### config.mk
export PLATFORM = sky130hd
export DESIGN_NAME = i2c_register_access_master_core
export DESIGN_NICKNAME = d
export VERILOG_FILES = /design/src/i2cram_pkg.sv /design/src/i2cram_step.sv /design/src/i2c_register_access_master_core.sv
export SDC_FILE = /design/constraint.sdc
export NUM_CORES = 1
export LEC_CHECK = 0
export ABC_AREA = 1
export BUFFER_PORTS_ARGS = -buffer_cell sky130_fd_sc_hd__clkbuf_2
export CAP_MARGIN = 20
export CORE_MARGIN = 3
export CORE_UTILIZATION = 35
export CTS_CLUSTER_SIZE = 30
export DETAILED_ROUTE_END_ITERATION = 8
export PLACE_DENSITY_LB_ADDON = 0.05
export SKIP_CTS_REPAIR_TIMING = 1
export SLEW_MARGIN = 0
export SYNTH_ARGS = -nofsm -noshare
export SYNTH_HDL_FRONTEND = slang
export SYNTH_SLANG_ARGS = --single-unit
### constraint.sdc
create_clock -name i_clk -period 4.7 [get_ports i_clk]
set_input_delay 0 -clock i_clk [delete_from_list [all_inputs] [get_ports i_clk]]
set_output_delay 0 -clock i_clk [all_outputs]
set_load 0.05 [all_outputs]
### src/i2cram_pkg.sv
// Shared types and constants of the I2C register access master.
`timescale 1ns / 1ps
`default_nettype none

package i2cram_pkg;

    localparam int MAX_BYTES = 8;

    // Phase length after reset, in timebase ticks
    localparam logic [15:0] TICKS_RESET = 16'd6;

    // Request action codes
    localparam logic [1:0] ACT_TICK  = 2'd0;
    localparam logic [1:0] ACT_WRITE = 2'd1;
    localparam logic [1:0] ACT_READ  = 2'd2;

    localparam logic [7:0] ADDR_WR_MASK = 8'hFE;
    localparam logic [7:0] ADDR_RD_BIT  = 8'h01;

    typedef enum logic [4:0] {
        PH_IDLE = 5'd0,
        PH_ST0  = 5'd1,
        PH_ST1  = 5'd2,
        PH_ST2  = 5'd3,
        PH_ST3  = 5'd4,
        PH_TXA  = 5'd5,
        PH_TXB  = 5'd6,
        PH_TXC  = 5'd7,
        PH_TKA  = 5'd8,
        PH_TKB  = 5'd9,
        PH_TKC  = 5'd10,
        PH_RXA  = 5'd11,
        PH_RXB  = 5'd12,
        PH_RXC  = 5'd13,
        PH_RKA  = 5'd14,
        PH_RKB  = 5'd15,
        PH_RKC  = 5'd16,
        PH_RKD  = 5'd17,
        PH_SP0  = 5'd18,
        PH_SP1  = 5'd19,
        PH_SP2  = 5'd20,
        PH_SP3  = 5'd21
    } t_phase;

    typedef struct packed {
        t_phase       phase;
        logic [15:0]  tick;
        logic [2:0]   bit_pos;
        logic [3:0]   byte_pos;
        logic [7:0]   shreg;
        logic         read_mode;
        logic         ok;
        logic [7:0]   addr;
        logic [7:0]   index;
        logic [63:0]  data;
        logic [3:0]   count;
        logic         scl;
        logic         sda;
        logic         drv;
    } t_core_state;

    typedef struct packed {
        logic [1:0]   action;
        logic [7:0]   device_address;
        logic [7:0]   register_index;
        logic [3:0]   byte_count;
        logic [63:0]  write_data;
        logic         sda_in;
    } t_request;

    typedef struct packed {
        logic         scl_level;
        logic         sda_level;
        logic         sda_drive;
        logic         busy_res;
        logic [7:0]   read_byte;
        logic         read_valid;
        logic         done_res;
        logic         success;
    } t_result;

endpackage

`default_nettype wire

### src/i2cram_step.sv
// Next-state and result logic of the I2C pin sequencer for one request.
`timescale 1ns / 1ps
`default_nettype none

module i2cram_step (
    input  wire i2cram_pkg::t_core_state i_state,
    input  wire i2cram_pkg::t_request    i_req,
    input  wire logic [15:0]             i_ticks,
    output i2cram_pkg::t_core_state      o_next,
    output i2cram_pkg::t_result          o_result
);

    // Set the pins for the phase being entered
    function automatic i2cram_pkg::t_core_state enter(input i2cram_pkg::t_core_state st,
                                                      input i2cram_pkg::t_phase ph);
        i2cram_pkg::t_core_state s;
        s = st;
        s.phase = ph;
        case (ph)
            i2cram_pkg::PH_ST0: begin s.drv = 1'b1; s.sda = 1'b1; end
            i2cram_pkg::PH_ST1: s.scl = 1'b1;
            i2cram_pkg::PH_ST2: s.sda = 1'b0;
            i2cram_pkg::PH_ST3: s.scl = 1'b0;
            i2cram_pkg::PH_TXA: s.scl = 1'b0;
            i2cram_pkg::PH_TXB: s.sda = s.shreg[s.bit_pos];
            i2cram_pkg::PH_TXC: s.scl = 1'b1;
            i2cram_pkg::PH_TKA: begin s.drv = 1'b0; s.scl = 1'b0; end
            i2cram_pkg::PH_TKB: s.scl = 1'b1;
            i2cram_pkg::PH_TKC: s.scl = 1'b0;
            i2cram_pkg::PH_RXA: begin s.drv = 1'b0; s.scl = 1'b0; end
            i2cram_pkg::PH_RXB: s.scl = 1'b1;
            i2cram_pkg::PH_RKA: s.scl = 1'b0;
            i2cram_pkg::PH_RKB: begin
                s.drv = 1'b1;
                // NAK the last byte, ACK the others
                s.sda = (({1'b0, s.byte_pos} + 5'd1) >= {1'b0, s.count});
            end
            i2cram_pkg::PH_RKC: s.scl = 1'b1;
            i2cram_pkg::PH_RKD: s.scl = 1'b0;
            i2cram_pkg::PH_SP0: begin s.drv = 1'b1; s.sda = 1'b0; end
            i2cram_pkg::PH_SP1: s.scl = 1'b1;
            i2cram_pkg::PH_SP2: s.sda = 1'b1;
            i2cram_pkg::PH_SP3: s.scl = 1'b1;
            default: ;
        endcase
        return s;
    endfunction

    // Pick the next byte to send, or turn around / stop after an ACK clock
    function automatic i2cram_pkg::t_core_state after_sent(input i2cram_pkg::t_core_state st);
        i2cram_pkg::t_core_state s;
        logic [2:0] sel;
        s = st;
        s.drv = 1'b1;
        sel = 3'd0;
        if (!s.ok) begin
            s = enter(s, i2cram_pkg::PH_SP0);
        end else if (!s.read_mode) begin
            s.byte_pos = s.byte_pos + 4'd1;
            sel = s.byte_pos[2:0] - 3'd2;
            if (s.byte_pos == 4'd1) begin
                s.shreg = s.index;
                s.bit_pos = 3'd7;
                s = enter(s, i2cram_pkg::PH_TXA);
            end else if (s.byte_pos >= 4'd2 &&
                         {1'b0, s.byte_pos} < ({1'b0, s.count} + 5'd2)) begin
                s.shreg = s.data[{sel, 3'b000} +: 8];
                s.bit_pos = 3'd7;
                s = enter(s, i2cram_pkg::PH_TXA);
            end else begin
                s = enter(s, i2cram_pkg::PH_SP0);
            end
        end else if (s.byte_pos == 4'd0) begin
            s.byte_pos = 4'd1;
            s.shreg = s.index;
            s.bit_pos = 3'd7;
            s = enter(s, i2cram_pkg::PH_TXA);
        end else if (s.byte_pos == 4'd1) begin
            s.byte_pos = 4'd2;
            s.shreg = s.addr | i2cram_pkg::ADDR_RD_BIT;
            s = enter(s, i2cram_pkg::PH_ST0);
        end else begin
            s.byte_pos = 4'd0;
            s.shreg = 8'd0;
            s.bit_pos = 3'd7;
            s = enter(s, i2cram_pkg::PH_RXA);
        end
        return s;
    endfunction

    function automatic i2cram_pkg::t_core_state end_phase(input i2cram_pkg::t_core_state st,
                                                          input logic sda);
        i2cram_pkg::t_core_state s;
        s = st;
        case (s.phase)
            i2cram_pkg::PH_ST0: s = enter(s, i2cram_pkg::PH_ST1);
            i2cram_pkg::PH_ST1: s = enter(s, i2cram_pkg::PH_ST2);
            i2cram_pkg::PH_ST2: s = enter(s, i2cram_pkg::PH_ST3);
            i2cram_pkg::PH_ST3: begin
                s.bit_pos = 3'd7;
                s = enter(s, i2cram_pkg::PH_TXA);
            end
            i2cram_pkg::PH_TXA: s = enter(s, i2cram_pkg::PH_TXB);
            i2cram_pkg::PH_TXB: s = enter(s, i2cram_pkg::PH_TXC);
            i2cram_pkg::PH_TXC: begin
                if (s.bit_pos == 3'd0) begin
                    s = enter(s, i2cram_pkg::PH_TKA);
                end else begin
                    s.bit_pos = s.bit_pos - 3'd1;
                    s = enter(s, i2cram_pkg::PH_TXA);
                end
            end
            i2cram_pkg::PH_TKA: s = enter(s, i2cram_pkg::PH_TKB);
            i2cram_pkg::PH_TKB: begin
                if (sda) s.ok = 1'b0;
                s = enter(s, i2cram_pkg::PH_TKC);
            end
            i2cram_pkg::PH_TKC: s = after_sent(s);
            i2cram_pkg::PH_RXA: s = enter(s, i2cram_pkg::PH_RXB);
            i2cram_pkg::PH_RXB: begin
                s.shreg = {s.shreg[6:0], sda};
                s = enter(s, i2cram_pkg::PH_RXC);
            end
            i2cram_pkg::PH_RXC: begin
                if (s.bit_pos == 3'd0) begin
                    s = enter(s, i2cram_pkg::PH_RKA);
                end else begin
                    s.bit_pos = s.bit_pos - 3'd1;
                    s = enter(s, i2cram_pkg::PH_RXA);
                end
            end
            i2cram_pkg::PH_RKA: s = enter(s, i2cram_pkg::PH_RKB);
            i2cram_pkg::PH_RKB: s = enter(s, i2cram_pkg::PH_RKC);
            i2cram_pkg::PH_RKC: s = enter(s, i2cram_pkg::PH_RKD);
            i2cram_pkg::PH_RKD: begin
                s.byte_pos = s.byte_pos + 4'd1;
                if (s.byte_pos < s.count) begin
                    s.shreg = 8'd0;
                    s.bit_pos = 3'd7;
                    s = enter(s, i2cram_pkg::PH_RXA);
                end else begin
                    s = enter(s, i2cram_pkg::PH_SP0);
                end
            end
            i2cram_pkg::PH_SP0: s = enter(s, i2cram_pkg::PH_SP1);
            i2cram_pkg::PH_SP1: s = enter(s, i2cram_pkg::PH_SP2);
            i2cram_pkg::PH_SP2: s = enter(s, i2cram_pkg::PH_SP3);
            i2cram_pkg::PH_SP3: s.phase = i2cram_pkg::PH_IDLE;
            default:            s.phase = i2cram_pkg::PH_IDLE;
        endcase
        return s;
    endfunction

    logic        idle;
    logic        is_cmd;
    logic        is_tick;
    logic [15:0] tick_inc;
    logic [15:0] limit;
    logic        phase_end;
    logic [3:0]  cnt_sat;

    assign idle      = (i_state.phase == i2cram_pkg::PH_IDLE);
    assign is_cmd    = (i_req.action == i2cram_pkg::ACT_WRITE) ||
                       (i_req.action == i2cram_pkg::ACT_READ);
    assign is_tick   = (i_req.action == i2cram_pkg::ACT_TICK) && !idle;
    assign tick_inc  = i_state.tick + 16'd1;
    assign limit     = (i_ticks == 16'd0) ? 16'd1 : i_ticks;
    assign phase_end = is_tick && (tick_inc >= limit);

    always_comb begin
        if (i_req.byte_count > 4'(i2cram_pkg::MAX_BYTES)) begin
            cnt_sat = 4'(i2cram_pkg::MAX_BYTES);
        end else if (i_req.action == i2cram_pkg::ACT_READ && i_req.byte_count == 4'd0) begin
            cnt_sat = 4'd1;
        end else begin
            cnt_sat = i_req.byte_count;
        end
    end

    // Next state
    always_comb begin
        o_next = i_state;
        if (is_cmd && idle) begin
            o_next.read_mode = (i_req.action == i2cram_pkg::ACT_READ);
            o_next.addr      = i_req.device_address;
            o_next.index     = i_req.register_index;
            o_next.data      = i_req.write_data;
            o_next.count     = cnt_sat;
            o_next.ok        = 1'b1;
            o_next.byte_pos  = 4'd0;
            o_next.bit_pos   = 3'd7;
            o_next.shreg     = i_req.device_address & i2cram_pkg::ADDR_WR_MASK;
            o_next.tick      = 16'd0;
            o_next           = enter(o_next, i2cram_pkg::PH_ST0);
        end else if (is_tick) begin
            if (phase_end) begin
                o_next.tick = 16'd0;
                o_next      = end_phase(o_next, i_req.sda_in);
            end else begin
                o_next.tick = tick_inc;
            end
        end
    end

    // Result fields
    always_comb begin
        o_result.scl_level  = o_next.scl;
        o_result.sda_level  = o_next.sda;
        o_result.sda_drive  = o_next.drv;
        o_result.busy_res   = (o_next.phase != i2cram_pkg::PH_IDLE);
        o_result.read_valid = phase_end && (i_state.phase == i2cram_pkg::PH_RKD);
        o_result.read_byte  = o_result.read_valid ? i_state.shreg : 8'd0;
        o_result.done_res   = phase_end && (i_state.phase == i2cram_pkg::PH_SP3);
        o_result.success    = o_result.done_res && i_state.ok;
    end

endmodule

`default_nettype wire

### src/i2c_register_access_master_core.sv
// Top level of the I2C register access master: request stream in, pin/status stream out.
`timescale 1ns / 1ps
`default_nettype none
// The result of an accepted request is registered in the output register.
// Throughput: one request per cycle while each result is taken; the sequencer state
//   and the output register both update in the cycle a request is accepted, and the
//   output register frees the input side whenever the downstream takes its result.
// Reset: synchronous, active low; the sequencer goes idle with SCL high and SDA
//   released, the phase length returns to 6 ticks, and the output register empties.

module i2c_register_access_master_core (
    input  wire logic        i_clk,
    input  wire logic        i_rst_n,
    // phase length register
    input  wire logic        i_cfg_wr_en,
    input  wire logic [15:0] i_cfg_wr_data,
    // request stream
    input  wire logic        i_s_axis_tvalid,
    output logic             o_s_axis_tready,
    // tdata, low bit up: device_address[7:0], register_index[15:8], byte_count[19:16],
    //   write_data[83:20], sda_in[84], zero pad[87:85]
    input  wire logic [87:0] i_s_axis_tdata,
    // tuser: action[1:0]
    input  wire logic [1:0]  i_s_axis_tuser,
    // result stream
    output logic             o_m_axis_tvalid,
    input  wire logic        i_m_axis_tready,
    // tdata, low bit up: scl_level[0], sda_level[1], sda_drive[2], busy_res[3],
    //   read_byte[11:4], read_valid[12], done_res[13], success[14], zero pad[15]
    output logic [15:0]      o_m_axis_tdata
);

    i2cram_pkg::t_core_state r_state;
    i2cram_pkg::t_core_state n_state;
    i2cram_pkg::t_result     r_out;
    i2cram_pkg::t_result     n_out;
    i2cram_pkg::t_request    req;
    logic [15:0]             r_ticks;
    logic                    r_out_valid;
    logic                    s_acc;

    // Unpack the request fields
    assign req.action         = i_s_axis_tuser;
    assign req.device_address = i_s_axis_tdata[7:0];
    assign req.register_index = i_s_axis_tdata[15:8];
    assign req.byte_count     = i_s_axis_tdata[19:16];
    assign req.write_data     = i_s_axis_tdata[83:20];
    assign req.sda_in         = i_s_axis_tdata[84];

    // Take a new request whenever the result slot is empty or being drained
    assign o_s_axis_tready = !r_out_valid || i_m_axis_tready;
    assign s_acc           = i_s_axis_tvalid && o_s_axis_tready;

    i2cram_step u_step (
        .i_state  (r_state),
        .i_req    (req),
        .i_ticks  (r_ticks),
        .o_next   (n_state),
        .o_result (n_out)
    );

    // Phase length register; a write applies from the next tick on, even mid-phase
    always_ff @(posedge i_clk) begin
        if (!i_rst_n) begin
            r_ticks <= i2cram_pkg::TICKS_RESET;
        end else if (i_cfg_wr_en) begin
            r_ticks <= i_cfg_wr_data;
        end
    end

    // Advance the sequencer on every accepted request
    always_ff @(posedge i_clk) begin
        if (!i_rst_n) begin
            r_state.phase     <= i2cram_pkg::PH_IDLE;
            r_state.tick      <= 16'd0;
            r_state.bit_pos   <= 3'd0;
            r_state.byte_pos  <= 4'd0;
            r_state.shreg     <= 8'd0;
            r_state.read_mode <= 1'b0;
            r_state.ok        <= 1'b1;
            r_state.addr      <= 8'd0;
            r_state.index     <= 8'd0;
            r_state.data      <= 64'd0;
            r_state.count     <= 4'd0;
            r_state.scl       <= 1'b1;
            r_state.sda       <= 1'b1;
            r_state.drv       <= 1'b0;
        end else if (s_acc) begin
            r_state <= n_state;
        end
    end

    // Result register: fill on accept, drop once taken
    always_ff @(posedge i_clk) begin
        if (!i_rst_n) begin
            r_out_valid <= 1'b0;
        end else if (s_acc) begin
            r_out_valid <= 1'b1;
        end else if (i_m_axis_tready) begin
            r_out_valid <= 1'b0;
        end
    end

    always_ff @(posedge i_clk) begin
        if (s_acc) begin
            r_out <= n_out;
        end
    end

    assign o_m_axis_tvalid = r_out_valid;
    assign o_m_axis_tdata  = {1'b0, r_out.success, r_out.done_res, r_out.read_valid,
                              r_out.read_byte, r_out.busy_res, r_out.sda_drive,
                              r_out.sda_level, r_out.scl_level};

    // A pending result that is not taken must block the input side
    a_hold_input: assert property (@(posedge i_clk) disable iff (!i_rst_n)
        r_out_valid && !i_m_axis_tready |-> !o_s_axis_tready)
        else $error("request accepted while result is stalled");

    // A finished stop leaves the sequencer idle
    a_done_idle: assert property (@(posedge i_clk) disable iff (!i_rst_n)
        r_out_valid && r_out.done_res |-> !r_out.busy_res)
        else $error("done reported while still busy");

    // A received byte and the end of the stop never fall on the same tick
    a_valid_done: assert property (@(posedge i_clk) disable iff (!i_rst_n)
        r_out_valid |-> !(r_out.read_valid && r_out.done_res))
        else $error("read_valid and done in one result");

    // Idle bus always rests with SCL and SDA high
    a_idle_pins: assert property (@(posedge i_clk) disable iff (!i_rst_n)
        r_state.phase == i2cram_pkg::PH_IDLE |-> r_state.scl && r_state.sda)
        else $error("idle bus not released high");

endmodule

`default_nettype wire

## Yosys cells after proc, flatten, opt, wreduce, memory -nomap -nowiden

Index checks and enable logic that the tools add are counted.

- Bits of input ports: 111
- RAM bits: 0
- Memories: 0
- Bits in registers: 157
- Bits in latches: 0
- Output and inout bits: 18
- Bits in read-only memories: 0

- Muxes and demuxes: 24
- Shift-type cells: 1
- Div/mod/pow operators: 0
- Equality and inequality tests: 44
- Reductions and logical operators: 38
- Magnitude comparators: 7
- $add $sub $neg: 6
- Multipliers: 0
- Bitwise logic cells: 0

Operators by type and width:

| operator | count |
|---|---|
| $pmux W120 S13 | 1 |
| $mux W125 | 8 |
| $mux W124 | 2 |
| $mux W123 | 1 |
| $mux W104 | 1 |
| $pmux W5 S20 | 1 |
| $shiftx A64 B7 Y8 | 1 |
| $eq A5 B4 Y1 const B | 8 |
| $reduce_and A17 Y1 | 2 |
| $mux W16 | 2 |
| $reduce_and A16 Y1 | 2 |
| $eq A5 B5 Y1 const B | 6 |
| $ne A2 B1 Y1 const B | 12 |
| $eq A5 B3 Y1 const B | 4 |
| $reduce_and A18 Y1 | 1 |
| $add A16 B1 Y16 const B | 1 |
| $ge A16 B16 Y1 | 1 |
| $logic_not A16 Y1 | 1 |
| $ne A3 B2 Y1 const B | 4 |
| $eq A5 B2 Y1 const B | 2 |
| $reduce_bool A2 Y1 | 5 |
| $logic_and A1 B1 Y1 | 9 |
| $eq A4 B1 Y1 const B | 2 |
| $logic_not A4 Y1 | 2 |
| 33 further kinds | 41 |

## Longest topological paths before layout

Gate-level depths: netlist of the first run.

- Depth after elaboration: 12
- Depth in mapped cells: 21

## By module

A second synthesis of the first run with hierarchy kept.

- Cell total of the unflattened synthesis: 1957
- Area, all modules: 11688.7 µm²

Modules (own cells, without submodules):

| module | times used | cells an instance | area each (µm²) | sequential area each (µm²) |
|---|---|---|---|---|
| i2c_register_access_master_core | 1 | 905 | 6636.4 | 3293.2 |
| i2cram_step | 1 | 1052 | 5052.3 | 0.0 |

## Worst setup path before layout of the first run

No wires, ideal clock.

- Path kind: register -> register
- Start point: reg r_state[106] in the netlist's numbering
- End point: reg r_out, in the netlist o_m_axis_tdata[3], data pin
- Cell stages (with the launch flop): 22
- Data arrival time: 2.663 ns
- Period minus slack after synthesis: 2.917 ns
- Path slack: 1.783 ns
- Path through: dfxtp_1 > nand2_1 > nor2_1 > nand2_1 > nor2_1 > nand2_1 > nor3_1 > xor2_1 > ha_1 > nand2_1 > inv_1 > o21ai_0 > nand2_1 > nor2_1 > nand3_1 > nand2_4 > buf_2 > nand3_1 > nand2_1 > nand2_1 > inv_1 > nand2_1

RTL lines:

| what | RTL line | text |
|---|---|---|
| start: declaration | i2c_register_access_master_core.sv:33 | `i2cram_pkg::t_core_state r_state;` |
| start signal: assignment | i2c_register_access_master_core.sv:89 | `r_state <= n_state;` |
| end signal: assignment | i2c_register_access_master_core.sv:106 | `r_out <= n_out;` |
| end: declaration | i2c_register_access_master_core.sv:35 | `i2cram_pkg::t_result r_out;` |

## Final worst setup path of the first run

- Start point: reg r_state[104] in the netlist's numbering
- End point: reg r_state[93] in the netlist's numbering

- Cells in the longest elaborated chain, start to end: 5

RTL lines:

| what | RTL line | text |
|---|---|---|
| $add A16 B1 Y16 | i2cram_step.sv:166 | `assign tick_inc = i_state.tick + 16'd1;` |
| $ge A16 B16 Y1 | i2cram_step.sv:168 | `assign phase_end = is_tick && (tick_inc >= limit);` |
| $logic_and A1 B1 Y1 | i2cram_step.sv:168 |  |
| $reduce_bool A2 Y1 (no source line) | - |  |
| $reduce_and A17 Y1 (no source line) | - |  |

Every way passes these cells.
A chain may end at the register's enable or synchronous reset.

==> results.txt, run 1 <==
----------------------------------------------------
[Hold path]
  Capture endpoint of the worst hold path ... r_state[72]
  Startpoint of the tightest hold check path ... i_s_axis_tdata[9]
  Path class of the lowest-slack min-delay path ... in2reg
  Hold depth ... 3

[Setup path]
  Reg-to-reg startpoint ... r_state[104]
  Critical path's most frequent cell ... sky130_fd_sc_hd__nor2_1
  Data arrival time at the worst-slack endpoint ... 3980 ps
  Maximum net fanout on the critical path ... 14
  Cell at the slowest stage of the critical path ... sky130_fd_sc_hd__dfxtp_1
  Endpoint required time on the critical path ... 5020 ps
  Total buffers and inverters traversed by the critical path ... 3
  Stages on worst setup path ... 21
  Largest stage delay, worst path ... 370 ps
  Worst setup path category ... reg2reg
  CP cell instances ... ha_1 -> nand4_1 -> nor2_1 -> nand3_1 -> nor2_1 -> xor2_1 -> inv_1 -> ha_1 -> nand2_1 -> inv_1 -> nand3_1 -> nor2_1 -> nand3_1 -> nand3_1 -> nand2_4 -> nand2_4 -> nand3_2 -> inv_1 -> nand2_1 -> nor2_1 -> nor2_1
  Kind of start point of the critical path ... flop
  FF-to-FF setup slack ... roughly 1000 ps
  Worst reg2reg path endpoint ... r_state[93]
  Worst R2R Path Depth ... 21
  CP top delay family ... simple AND/OR/NAND/NOR gates
  Category of the worst setup path capture point ... flop

[Yosys]
  Combinational family with the most area after synthesis ... simple AND/OR/NAND/NOR gates
  Synthesis warning total ... 0
  Number of flops mapped to enable cells by yosys ... 15
  Sequential cell area fraction in the yosys report ... between 30 and 40%
  Mux cell area share after synthesis ... 0%
  Number of nets produced by synthesis ... 1,570
  Simple logic cell fraction of the synthesized area ... 34.8%
  Number of synthesized register bits ... 156
  Area of the mapped netlist ... 9220 um^2
  Mean area per synthesized cell ... 6.46 um^2
  Leading register cell type out of synthesis ... sky130_fd_sc_hd__dfxtp_1
  Post-Synth Adder-Cell Area ... between 4 and 5%
  Number of different library cells in the post-synthesis netlist ... 45
  Proportion of register bits with asynchronous set or reset after synthesis ... 0%
  Gate Count Post-Synth ... approximately 1.4k
  Post-synthesis xor/xnor area fraction ... ~1.2%
  Fraction of the mapped netlist area in compound gates ... 14.1%

[Die]
  Number of ports placed on the die boundary ... approximately 130
  Die X-Extent ... ~170 um
  Floorplan Core Area ... 25,500 um^2
  Floorplan die height ... about 170 um
  Starting Density ... between 30% and 40%
  Die area ... 28,300 um^2
  Number of standard-cell rows in the floorplan ... 58

[Timing]
  Transition time of the tightest slew-check pin ... ~730 ps
  Worst hold slack ... -46.2 ps
  Setup-violating endpoint count in the final report ... 0
  Worst slew margin relative to its limit ... 51.6%
  Final-layout setup total negative slack ... 0 ps
  Final worst-path cycle share ... between 70 and 80%
  Highest clock frequency the design can meet ... 273 MHz
  Final Max Slew Viols ... 0
  Hold Fails Final Rpt ... 5
  RSZ-0062 raised after global routing ... false
  Setup skew after layout ... about 16 ps
  Final period demand of the worst path ... around 3700 ps

[Run]
  Total of max-cap violations ... 0

[Layout]
  Net count of the finished layout ... between 1.5k and 2k
  Most common library cell in the layout ignoring fill and taps ... sky130_fd_sc_hd__nand2_1
  Number of antenna diodes ... 0
  Layout cell share with drive strength beyond 1 ... 14.0%
  Growth of design area from synthesis to finish ... 27.4%
  Layout Utilization ... approximately 46%
  Top library cells by usage in the layout, fill and taps aside ... sky130_fd_sc_hd__nand2_1 (394), sky130_fd_sc_hd__nor2_1 (186), sky130_fd_sc_hd__inv_1 (151), sky130_fd_sc_hd__dfxtp_1 (141), sky130_fd_sc_hd__o21ai_0 (128)
  FILL cells ... around 2.7k

[Drt]
  Via count of the routed design ... ~9.3k
  Detailed-route wire length ... about 28,000 um
  DRC violations left ... 0
  Starting DRT DRC Count ... 503
  Vias per inst ... 4.73
  Mean routed wirelength per cell ... 14.2 um
  Length of the first detailed-routing pass in iterations ... 5
  ANT nets after route ... 0

[Power]
  Share of total power consumed by net switching ... 28.6%
  Clock network power share ... 41.0%
  Share of power burned in registers ... a little over two fifths
  Internal power consumption ... roughly 2.5 mW
  Peak VDD IR ... 0.200 mV
  Portion of total power attributed to combinational logic ... between 10% and 20%
  Static leakage ... 5.62 nW
  Pwr dens ... 298 nW/um^2
  Total design power ... 3.50 mW
  Net switching component of the power ... 1.00 mW

[Global routing]
  Antenna violations before repair ... 0
  GRT Overall Usage ... 19.0%
  Largest net degree at the start of global routing ... 69
  Gr ovfl total ... 0
  Wire length of the first global-routing pass ... 43,800 um
  Number of global-route vias before repair ... 8,608

[Clock network]
  Clk Tree Root Cell ... sky130_fd_sc_hd__clkbuf_16
  Number of clock sinks ... 156
  Clock buffer count from CTS ... 17
  H-tree Lvls ... 4
  Clock latency on the worst-skew pair ... 430 ps
  Clock Tree Buf Depth ... 2
  Clock transition time at the flip-flop clock pins of the worst setup and hold paths ... 70 ps
  CTS tree ... yes

[Place]
  Final weighted congestion of routability-driven global placement ... roughly 0.90
  Buffers added on ports ... 123
  HPWL after detailed placement ... roughly 20,000 um

[Run status]
  Violated checks ... hold timing
  Result of the run ... finished with violations

----------------------------------------------------
layout make-up:
cell class | instances | area (um^2) | area share [%]
inverter | 174 | 654 | 5.57
clock buffer | 21 | 482 | 4.10
clock inverter | 11 | 129 | 1.10
timing repair buffer | 237 | 1760 | 15.0
sequential | 156 | 3270 | 27.9
tap | 330 | 413 | 3.52
multi-input combinational | 1038 | 5030 | 42.8
registers in the layout, summed over array words and instances (netlist names):
register / count
o_m_axis_tvalid: 1
r_ticks: 16
r_state: 124
o_m_axis_tdata: 15
worst max-delay path by stage:
stage               slack (ps)                 to    startpoint
floorplan                 1780  o_m_axis_tdata[3]  r_state[106]
global placement          1040        r_state[96]  r_state[106]
detailed placement         990        r_state[92]  r_state[104]
CTS                        960        r_state[94]  r_state[104]
global route               420        r_state[92]  r_state[106]
finish                    1040        r_state[93]  r_state[104]
kinds of logic after synthesis:
family                   count (synthesis)
other                                    1
adder cells (fa/ha/maj)                 32
AND/OR/NAND/NOR                        740
flip-flops                             156
buffers and inverters                  233
XOR/XNOR                                13
AO/OA/AOI/OAI                          252
worst min-delay path: cells and delay by family:
kind / cells / cell delay, ps
compound gates: 2 / 260
buf+inv: 1 / 80
power groups by stage:
stage / clock (mW) / sequential (mW) / combinational [mW]
after floorplan: 0 / 1.51 / 0.355
after global placement: 0 / 1.49 / 0.531
after detailed placement: 0 / 1.49 / 0.534
after CTS: 1.48 / 1.46 / 0.537
after global routing: 1.53 / 1.47 / 0.686
final: 1.44 / 1.46 / 0.602
cells in the mapped netlist (8+ instances only):
master	number	area, um^2
sky130_fd_sc_hd__xor2_1	10	87.6
sky130_fd_sc_hd__a31oi_1	8	50.1
sky130_fd_sc_hd__buf_2	8	40.0
sky130_fd_sc_hd__nand2_1	394	1480
sky130_fd_sc_hd__inv_2	19	71.3
sky130_fd_sc_hd__inv_1	151	567
sky130_fd_sc_hd__nor2_4	10	113
sky130_fd_sc_hd__clkbuf_1	38	143
sky130_fd_sc_hd__dfxtp_1	141	2820
sky130_fd_sc_hd__nand2_2	13	81.3
sky130_fd_sc_hd__nand4_1	15	93.8
sky130_fd_sc_hd__o21ai_0	128	641
sky130_fd_sc_hd__ha_1	32	400
sky130_fd_sc_hd__a21oi_1	97	485
sky130_fd_sc_hd__nor3_1	14	70.1
sky130_fd_sc_hd__nor2_1	186	698
sky130_fd_sc_hd__edfxtp_1	15	450
sky130_fd_sc_hd__nand3_1	77	385
metal layers:
layer / up-vias / share of wire, % / global-route usage [%] / wire length [um]
met4: 0 / 1.3 / 4.73 / 369
li1: 4940 / - / - / -
met5: - / 0 / 0 / 0
met2: 157 / 47 / 31.3 / 13100
met1: 4180 / 49 / 26.0 / 13600
met3: 28 / 3.0 / 3.17 / 845
metrics by stage:
step                      hold WS, ps  cell area [um^2]  setup WS (ps)  cells
after global routing             6.89             11700            416   1967
after floorplan                   111              9220           1780   1427
after detailed placement          222             10100            992   1831
final                           -46.2             11700           1040   1967
after CTS                        -238             10700            955   1863
after global placement            221             10100           1040   1831
No activity file was read; power rests on OpenSTA's default activity.
==> inputs of run 2 (changes only) <==
==> constraint.sdc (replaced) <==
create_clock -name i_clk -period 3.85 [get_ports i_clk]
set_input_delay 0 -clock i_clk [delete_from_list [all_inputs] [get_ports i_clk]]
set_output_delay 0 -clock i_clk [all_outputs]
set_load 0.05 [all_outputs]
==> run 2 against run 1 <==
  * The run now ends clean
  * Die area did not move
  * Worst setup slack got worse by 620 ps
  * Total power rose by 22%
  * Flip-flop and latch count did not move
  * Count of clock-buffer cells in the layout fell by 3
==> results.txt, run 2 (synthesized netlist as in run 1, its figures left out) <==
----------------------------------------------------
[Run status]
  Result of the run ... completed (was finished with violations)

[Drt]
  Mean routed wirelength per cell ... 14.2 um (about the same)
  ANT nets after route ... 0 (unchanged)
  Length of the first detailed-routing pass in iterations ... 4 (was 5)
  Via count of the routed design ... 9,343 (was 9,305)
  DRC violations left ... 0 (unchanged)
  Vias per inst ... 4.74 (was 4.73)
  Starting DRT DRC Count ... 489 (was 503)
  Detailed-route wire length ... 28,100 um (was 28,000 um)

[Place]
  Final weighted congestion of routability-driven global placement ... 0.893 (was 0.899)
  Buffers added on ports ... 123 (unchanged)
  HPWL after detailed placement ... 19,500 um (was 19,900 um)

[Die]
  Die area ... 28,300 um^2 (unchanged)
  Die X-Extent ... 168 um (unchanged)
  Floorplan die height ... 168 um (unchanged)
  Floorplan Core Area ... 25,500 um^2 (unchanged)
  Number of standard-cell rows in the floorplan ... 58 (unchanged)
  Starting Density ... 36.1% (unchanged)
  Number of ports placed on the die boundary ... 129 (unchanged)

[Clock network]
  Number of clock sinks ... 156 (unchanged)
  Clock Tree Buf Depth ... 2 (unchanged)
  Clk Tree Root Cell ... sky130_fd_sc_hd__clkbuf_16 (unchanged)
  H-tree Lvls ... 4 (unchanged)
  CTS tree ... yes (unchanged)
  Clock buffer count from CTS ... 17 (unchanged)
  Clock latency on the worst-skew pair ... 430 ps (about the same)
  Clock transition time at the flip-flop clock pins of the worst setup and hold paths ... 70 ps (about the same)

[Timing]
  Setup skew after layout ... 12.2 ps (was 15.8 ps)
  Worst hold slack ... 9.62 ps (was -46.2 ps)
  Worst slew margin relative to its limit ... 30.3% (was 51.6%)
  Final-layout setup total negative slack ... 0 ps (unchanged)
  Final period demand of the worst path ... 3440 ps (was 3660 ps)
  Transition time of the tightest slew-check pin ... 1040 ps (was 726 ps)
  Final Max Slew Viols ... 0 (unchanged)
  Final worst-path cycle share ... 89.3% (was 78.0%)
  Hold Fails Final Rpt ... 0 (was 5)
  Setup-violating endpoint count in the final report ... 0 (unchanged)
  Highest clock frequency the design can meet ... 291 MHz (was 273 MHz)
  RSZ-0062 raised after global routing ... false (unchanged)

[Layout]
  Max reg flops ... 124 (unchanged)
  Growth of design area from synthesis to finish ... 27.6% (was 27.4%)
  Most common library cell in the layout ignoring fill and taps ... sky130_fd_sc_hd__nand2_1 (unchanged)
  Net count of the finished layout ... 1,772 (was 1,767)
  Top library cells by usage in the layout, fill and taps aside ... sky130_fd_sc_hd__nand2_1 (394), sky130_fd_sc_hd__nor2_1 (186), sky130_fd_sc_hd__inv_1 (151), sky130_fd_sc_hd__dfxtp_1 (141), sky130_fd_sc_hd__o21ai_0 (128) (unchanged)
  Register containing the most flip-flops in the final layout ... r_state (unchanged)
  Number of antenna diodes ... 0 (unchanged)
  Layout cell share with drive strength beyond 1 ... 13.9% (was 14.0%)

[Setup path]
  Endpoint required time on the critical path ... 4010 ps (was 5020 ps)
  Category of the worst setup path capture point ... flop (unchanged)
  Worst R2R Path Depth ... 20 (was 21)
  Worst setup path category ... reg2reg (unchanged)
  Maximum net fanout on the critical path ... 19 (was 14)
  Data arrival time at the worst-slack endpoint ... 3590 ps (was 3980 ps)
  Kind of start point of the critical path ... flop (unchanged)

[Global routing]
  Wire length of the first global-routing pass ... 44,600 um (was 43,800 um)
  Largest net degree at the start of global routing ... 123 (was 69)
  GRT Overall Usage ... 19.2% (was 19.0%)
  Number of global-route vias before repair ... 8,814 (was 8,608)
  Gr ovfl total ... 0 (unchanged)
  Antenna violations before repair ... 0 (unchanged)

[Power]
  Peak VDD IR ... 0.308 mV (was 0.200 mV)
  Static leakage ... 5.63 nW (was 5.62 nW)
  Pwr dens ... 362 nW/um^2 (was 298 nW/um^2)

[Run]
  Total of max-cap violations ... 0 (unchanged)

[Hold path]
  Hold depth ... 7 (was 3)
  Path class of the lowest-slack min-delay path ... in2reg (unchanged)

----------------------------------------------------
run 2: cell type report:
type	instances	area, um^2
Inverter	174	654
Clock inverter	13	154
Clock buffer	18	429
Fill cell	2753	13800
Sequential cell	156	3270
Tap cell	330	413
Timing Repair Buffer	242	1800
Multi-Input combinational cell	1038	5030
run 2: where the power goes:
| part | total [mW] | internal, mW | switching [mW] | leakage, nW |
|---|---|---|---|---|
| Sequential | 1.79 | 1.73 | 0.0514 | 1.30 |
| Clock | 1.74 | 0.974 | 0.765 | 0.287 |
| Combinational | 0.736 | 0.284 | 0.452 | 4.04 |
| Total | 4.26 | 2.99 | 1.27 | 5.63 |
run 2: final timing paths:
path / to / start / slack, ps
setup / recovery: o_m_axis_tdata[0] / r_state[104] / 410
hold reg to reg: r_state[17] / r_state[17] / 450
hold / removal: r_state[89] / i_s_axis_tdata[84] / 10
setup reg to reg: o_m_axis_tdata[0] / r_state[104] / 410
run 2: worst max-delay path: stages (launching register included):
cell and delay (ps):
sky130_fd_sc_hd__dfxtp_1 370, sky130_fd_sc_hd__ha_1 220, sky130_fd_sc_hd__nand4_1 170, sky130_fd_sc_hd__nor2_1 210, sky130_fd_sc_hd__nand3_1 140, sky130_fd_sc_hd__nor2_1 150, sky130_fd_sc_hd__xor2_1 160, sky130_fd_sc_hd__inv_1 80
sky130_fd_sc_hd__ha_1 270, sky130_fd_sc_hd__nand2_1 40, sky130_fd_sc_hd__inv_1 60, sky130_fd_sc_hd__nand3_1 80, sky130_fd_sc_hd__nor2_1 130, sky130_fd_sc_hd__nand3_1 90, sky130_fd_sc_hd__nand3_1 180, sky130_fd_sc_hd__nand2_4 100
sky130_fd_sc_hd__buf_12 140, sky130_fd_sc_hd__nor2_8 250, sky130_fd_sc_hd__nand3_1 140, sky130_fd_sc_hd__nand2_1 80, sky130_fd_sc_hd__nand2_1 90
run 2: metal layers:
metal / GRT usage [%] / vias up / routed length, um
met3: 3.43 / 30 / 872
met2: 31.4 / 142 / 12900
met4: 5.19 / 0 / 444
li1: - / 4948 / -
met1: 26.3 / 4223 / 13800
met5: 0 / - / 0
run 2: per-stage QoR:
step	setup WS, ps	cells	total power, mW	instance area, um^2	util (%)
final	413	1971	4.26	11800	46.0
after global routing	21.2	1971	4.49	11800	46.0
after CTS	372	1861	4.22	10600	41.7
after detailed placement	397	1830	2.47	10100	39.4
after global placement	443	1830	2.47	10100	39.4
after floorplan	933	1427	2.27	9220	-
==> inputs of run 3 (changes only) <==
--- a/config.mk
+++ b/config.mk
@@ -13,8 +13,8 @@
 export CTS_CLUSTER_SIZE = 30
 export DETAILED_ROUTE_END_ITERATION = 8
 export PLACE_DENSITY_LB_ADDON = 0.05
-export SKIP_CTS_REPAIR_TIMING = 1
 export SLEW_MARGIN = 0
 export SYNTH_ARGS = -nofsm -noshare
 export SYNTH_HDL_FRONTEND = slang
+export SYNTH_HIERARCHICAL = 1
 export SYNTH_SLANG_ARGS = --single-unit
==> run 3 against run 2 <==
  * Synthesized cell count grew 37%
  * Final cell count increased by 29%
  * Worst hold slack gained 9.7 ps
  * Highest routed layer unchanged
  * Via count rose by 33%
  * Sequential share of layout area fell by 4.3 points
  * Critical endpoint is now r_state[97]
  * Cell area increased by 18%
  * Critical path depth grew 6
  * Worst setup slack lost 37 ps
  * Clock skew fell by 2.2 ps
  * Sequential power is 6% higher
  * Maximum frequency is 1.1% lower
==> results.txt, run 3 <==
----------------------------------------------------
[Die]
  Floorplan Core Area ... 32,600 um^2 (was 25,500 um^2)
  Number of ports placed on the die boundary ... 129 (unchanged)
  Die area ... 35,500 um^2 (was 28,300 um^2)
  Floorplan die height ... 188 um (was 168 um)
  Number of standard-cell rows in the floorplan ... 66 (was 58)
  Die X-Extent ... 188 um (was 168 um)
  Starting Density ... 35.7% (was 36.1%)

[Layout]
  Storage cell area ... 3280 um^2 (was 3270 um^2)
  Net count of the finished layout ... 2,224 (was 1,772)
  Layout Utilization ... 42.6% (was 46.0%)
  Number of antenna diodes ... 0 (unchanged)
  Growth of design area from synthesis to finish ... 19.4% (was 27.6%)
  Non-filler cells, final ... 2,538 (was 1,971)
  Max reg flops ... 124 (unchanged)
  Final instance area ... 13,900 um^2 (was 11,800 um^2)
  FILL cells ... 3,540 (was 2,753)
  Layout cell share with drive strength beyond 1 ... 12.0% (was 13.9%)
  Most common library cell in the layout ignoring fill and taps ... sky130_fd_sc_hd__nand2_1 (unchanged)
  Top library cells by usage in the layout, fill and taps aside ... sky130_fd_sc_hd__nand2_1 (564), sky130_fd_sc_hd__inv_1 (232), sky130_fd_sc_hd__nor2_1 (232), sky130_fd_sc_hd__nand3_1 (199), sky130_fd_sc_hd__a21oi_1 (165) (was sky130_fd_sc_hd__nand2_1 (394), sky130_fd_sc_hd__nor2_1 (186), sky130_fd_sc_hd__inv_1 (151), sky130_fd_sc_hd__dfxtp_1 (141), sky130_fd_sc_hd__o21ai_0 (128))
  Area of the multi-input gates ... 6810 um^2 (was 5030 um^2)
  Register containing the most flip-flops in the final layout ... r_state (unchanged)

[Yosys]
  Area of the mapped netlist ... 11,600 um^2 (was 9220 um^2)
  Gate Count Post-Synth ... 1,948 (was 1,427)
  Number of nets produced by synthesis ... 2,089 (was 1,570)
  Mean area per synthesized cell ... 5.97 um^2 (was 6.46 um^2)
  Synthesis warning total ... 6 (was 0)

[Place]
  HPWL after detailed placement ... 24,400 um (was 19,500 um)
  Final weighted congestion of routability-driven global placement ... 0.881 (was 0.893)
  Worst Setup Slack post-DPL ... 30.5 ps (was 397 ps)
  Instance area at placement ... 12,300 um^2 (was 10,100 um^2)
  Number of placed cells counting well taps ... 2,412 (was 1,830)
  Buffers added on ports ... 123 (unchanged)

[Setup path]
  Maximum net fanout on the critical path ... 6 (was 19)
  Data arrival time at the worst-slack endpoint ... 3850 ps (was 3590 ps)
  FF-to-FF setup slack ... 380 ps (was 410 ps)
  Kind of start point of the critical path ... flop (unchanged)
  Worst setup path category ... reg2reg (unchanged)
  Endpoint required time on the critical path ... 4230 ps (was 4010 ps)
  Category of the worst setup path capture point ... flop (unchanged)

[Clock network]
  Clock transition time at the flip-flop clock pins of the worst setup and hold paths ... 70 ps (about the same)
  CTS tree ... yes (unchanged)
  Clock buffer count from CTS ... 17 (unchanged)
  H-tree Lvls ... 4 (unchanged)
  Clock Tree Buf Depth ... 2 (unchanged)
  Number of clock sinks ... 156 (unchanged)
  Clk Tree Root Cell ... sky130_fd_sc_hd__clkbuf_16 (unchanged)
  Clock latency on the worst-skew pair ... 440 ps (was 430 ps)

[Global routing]
  Number of global-route vias before repair ... 11.6k (was 8,814)
  Antenna violations before repair ... 0 (unchanged)
  Wire length of the first global-routing pass ... 61,400 um (was 44,600 um)
  Gr ovfl total ... 0 (unchanged)
  Largest net degree at the start of global routing ... 248 (was 123)
  GRT Overall Usage ... 21.1% (was 19.2%)

[Drt]
  Starting DRT DRC Count ... 863 (was 489)
  ANT nets after route ... 0 (unchanged)
  Detailed-route wire length ... 37,600 um (was 28,100 um)
  Vias per inst ... 4.91 (was 4.74)
  Mean routed wirelength per cell ... 14.8 um (was 14.2 um)
  Length of the first detailed-routing pass in iterations ... 7 (was 4)
  DRC violations left ... 0 (unchanged)
  Via count of the routed design ... 12.5k (was 9,343)

[Timing]
  Final Max Slew Viols ... 0 (unchanged)
  Final period demand of the worst path ... 3470 ps (was 3440 ps)
  Transition time of the tightest slew-check pin ... 1320 ps (was 1040 ps)
  Highest clock frequency the design can meet ... 288 MHz (was 291 MHz)
  Worst slew margin relative to its limit ... 12.2% (was 30.3%)
  Worst hold slack ... 19.4 ps (was 9.62 ps)
  Setup skew after layout ... 9.98 ps (was 12.2 ps)
  Hold Fails Final Rpt ... 0 (unchanged)
  Setup-violating endpoint count in the final report ... 0 (unchanged)
  Final-layout setup total negative slack ... 0 ps (unchanged)
  Final worst-path cycle share ... 90.2% (was 89.3%)
  Minimum setup slack in the final design ... 376 ps (was 413 ps)

[Hold path]
  Path class of the lowest-slack min-delay path ... in2reg (unchanged)

[Power]
  Static leakage ... 6.84 nW (was 5.63 nW)
  Total design power ... 5.10 mW (was 4.26 mW)
  Peak VDD IR ... 0.314 mV (was 0.308 mV)
  Pwr dens ... 367 nW/um^2 (was 362 nW/um^2)

[Run status]
  Result of the run ... completed (unchanged)

[Run]
  Total of max-cap violations ... 0 (unchanged)

----------------------------------------------------
==> run 3: what timing repair did <==
item                       4_1_cts  5_1_grt
hold endpoints to repair        93        0
setup endpoints to repair        0       51
hold buffers                    91        0
setup buffers                    0        3
resized for setup                0       19
==> run 3: worst max-delay path, cell delays in order (launching register included) <==
cell                      delay (ps)
sky130_fd_sc_hd__dfxtp_4         390
sky130_fd_sc_hd__ha_4            140
sky130_fd_sc_hd__nand2_1          60
sky130_fd_sc_hd__nor2_2          170
sky130_fd_sc_hd__nand3_2         110
sky130_fd_sc_hd__nor2_2          140
sky130_fd_sc_hd__nand2_2          90
sky130_fd_sc_hd__nor2_4          130
sky130_fd_sc_hd__nand4_1         100
sky130_fd_sc_hd__xor2_1          200
sky130_fd_sc_hd__ha_1            280
sky130_fd_sc_hd__nand2_1          50
sky130_fd_sc_hd__inv_1            50
sky130_fd_sc_hd__nand3_1          90
sky130_fd_sc_hd__nor3_2          190
sky130_fd_sc_hd__nand3_1         120
sky130_fd_sc_hd__nand3_2         110
sky130_fd_sc_hd__nand2_4          80
sky130_fd_sc_hd__nor2_4          150
sky130_fd_sc_hd__buf_4           130
sky130_fd_sc_hd__buf_4           120
sky130_fd_sc_hd__o21ai_0          90
sky130_fd_sc_hd__a21oi_1         160
sky130_fd_sc_hd__inv_1            50
sky130_fd_sc_hd__nand3_1          70
sky130_fd_sc_hd__nand2_1          70
sky130_fd_sc_hd__nor2_1           80
==> run 3: power by group <==
part	switching [mW]	internal (mW)	leakage (nW)
registers	0.127	1.78	1.31
logic	1.02	0.588	5.26
clock network	0.722	0.857	0.264
total	1.87	3.22	6.84
==> run 3: cell type report <==
class | instances | share of cell area, %
inverters | 246 | 6.67
well taps | 442 | 3.98
repair buffers | 240 | 12.9
multi-input cells | 1422 | 49.0
clock buffers | 22 | 3.34
flip-flops and latches | 156 | 23.6
clock inverters | 10 | 0.477
==> run 3: per-layer routing <==
metal | wire (um) | GRT usage [%]
met4 | 1050 | 7.51
met3 | 1250 | 2.96
met1 | 18500 | 29.0
met2 | 16800 | 34.0
met5 | 0 | 0
==> run 3: final timing paths <==
kind	from	end	depth (start not counted)
worst max-delay path	r_state[104]	r_state[97]	26
worst min register to register	r_ticks[2]	r_ticks[2]	2
worst max register to register	r_state[104]	r_state[97]	26
worst min-delay path	i_s_axis_tdata[79]	r_state[66]	7
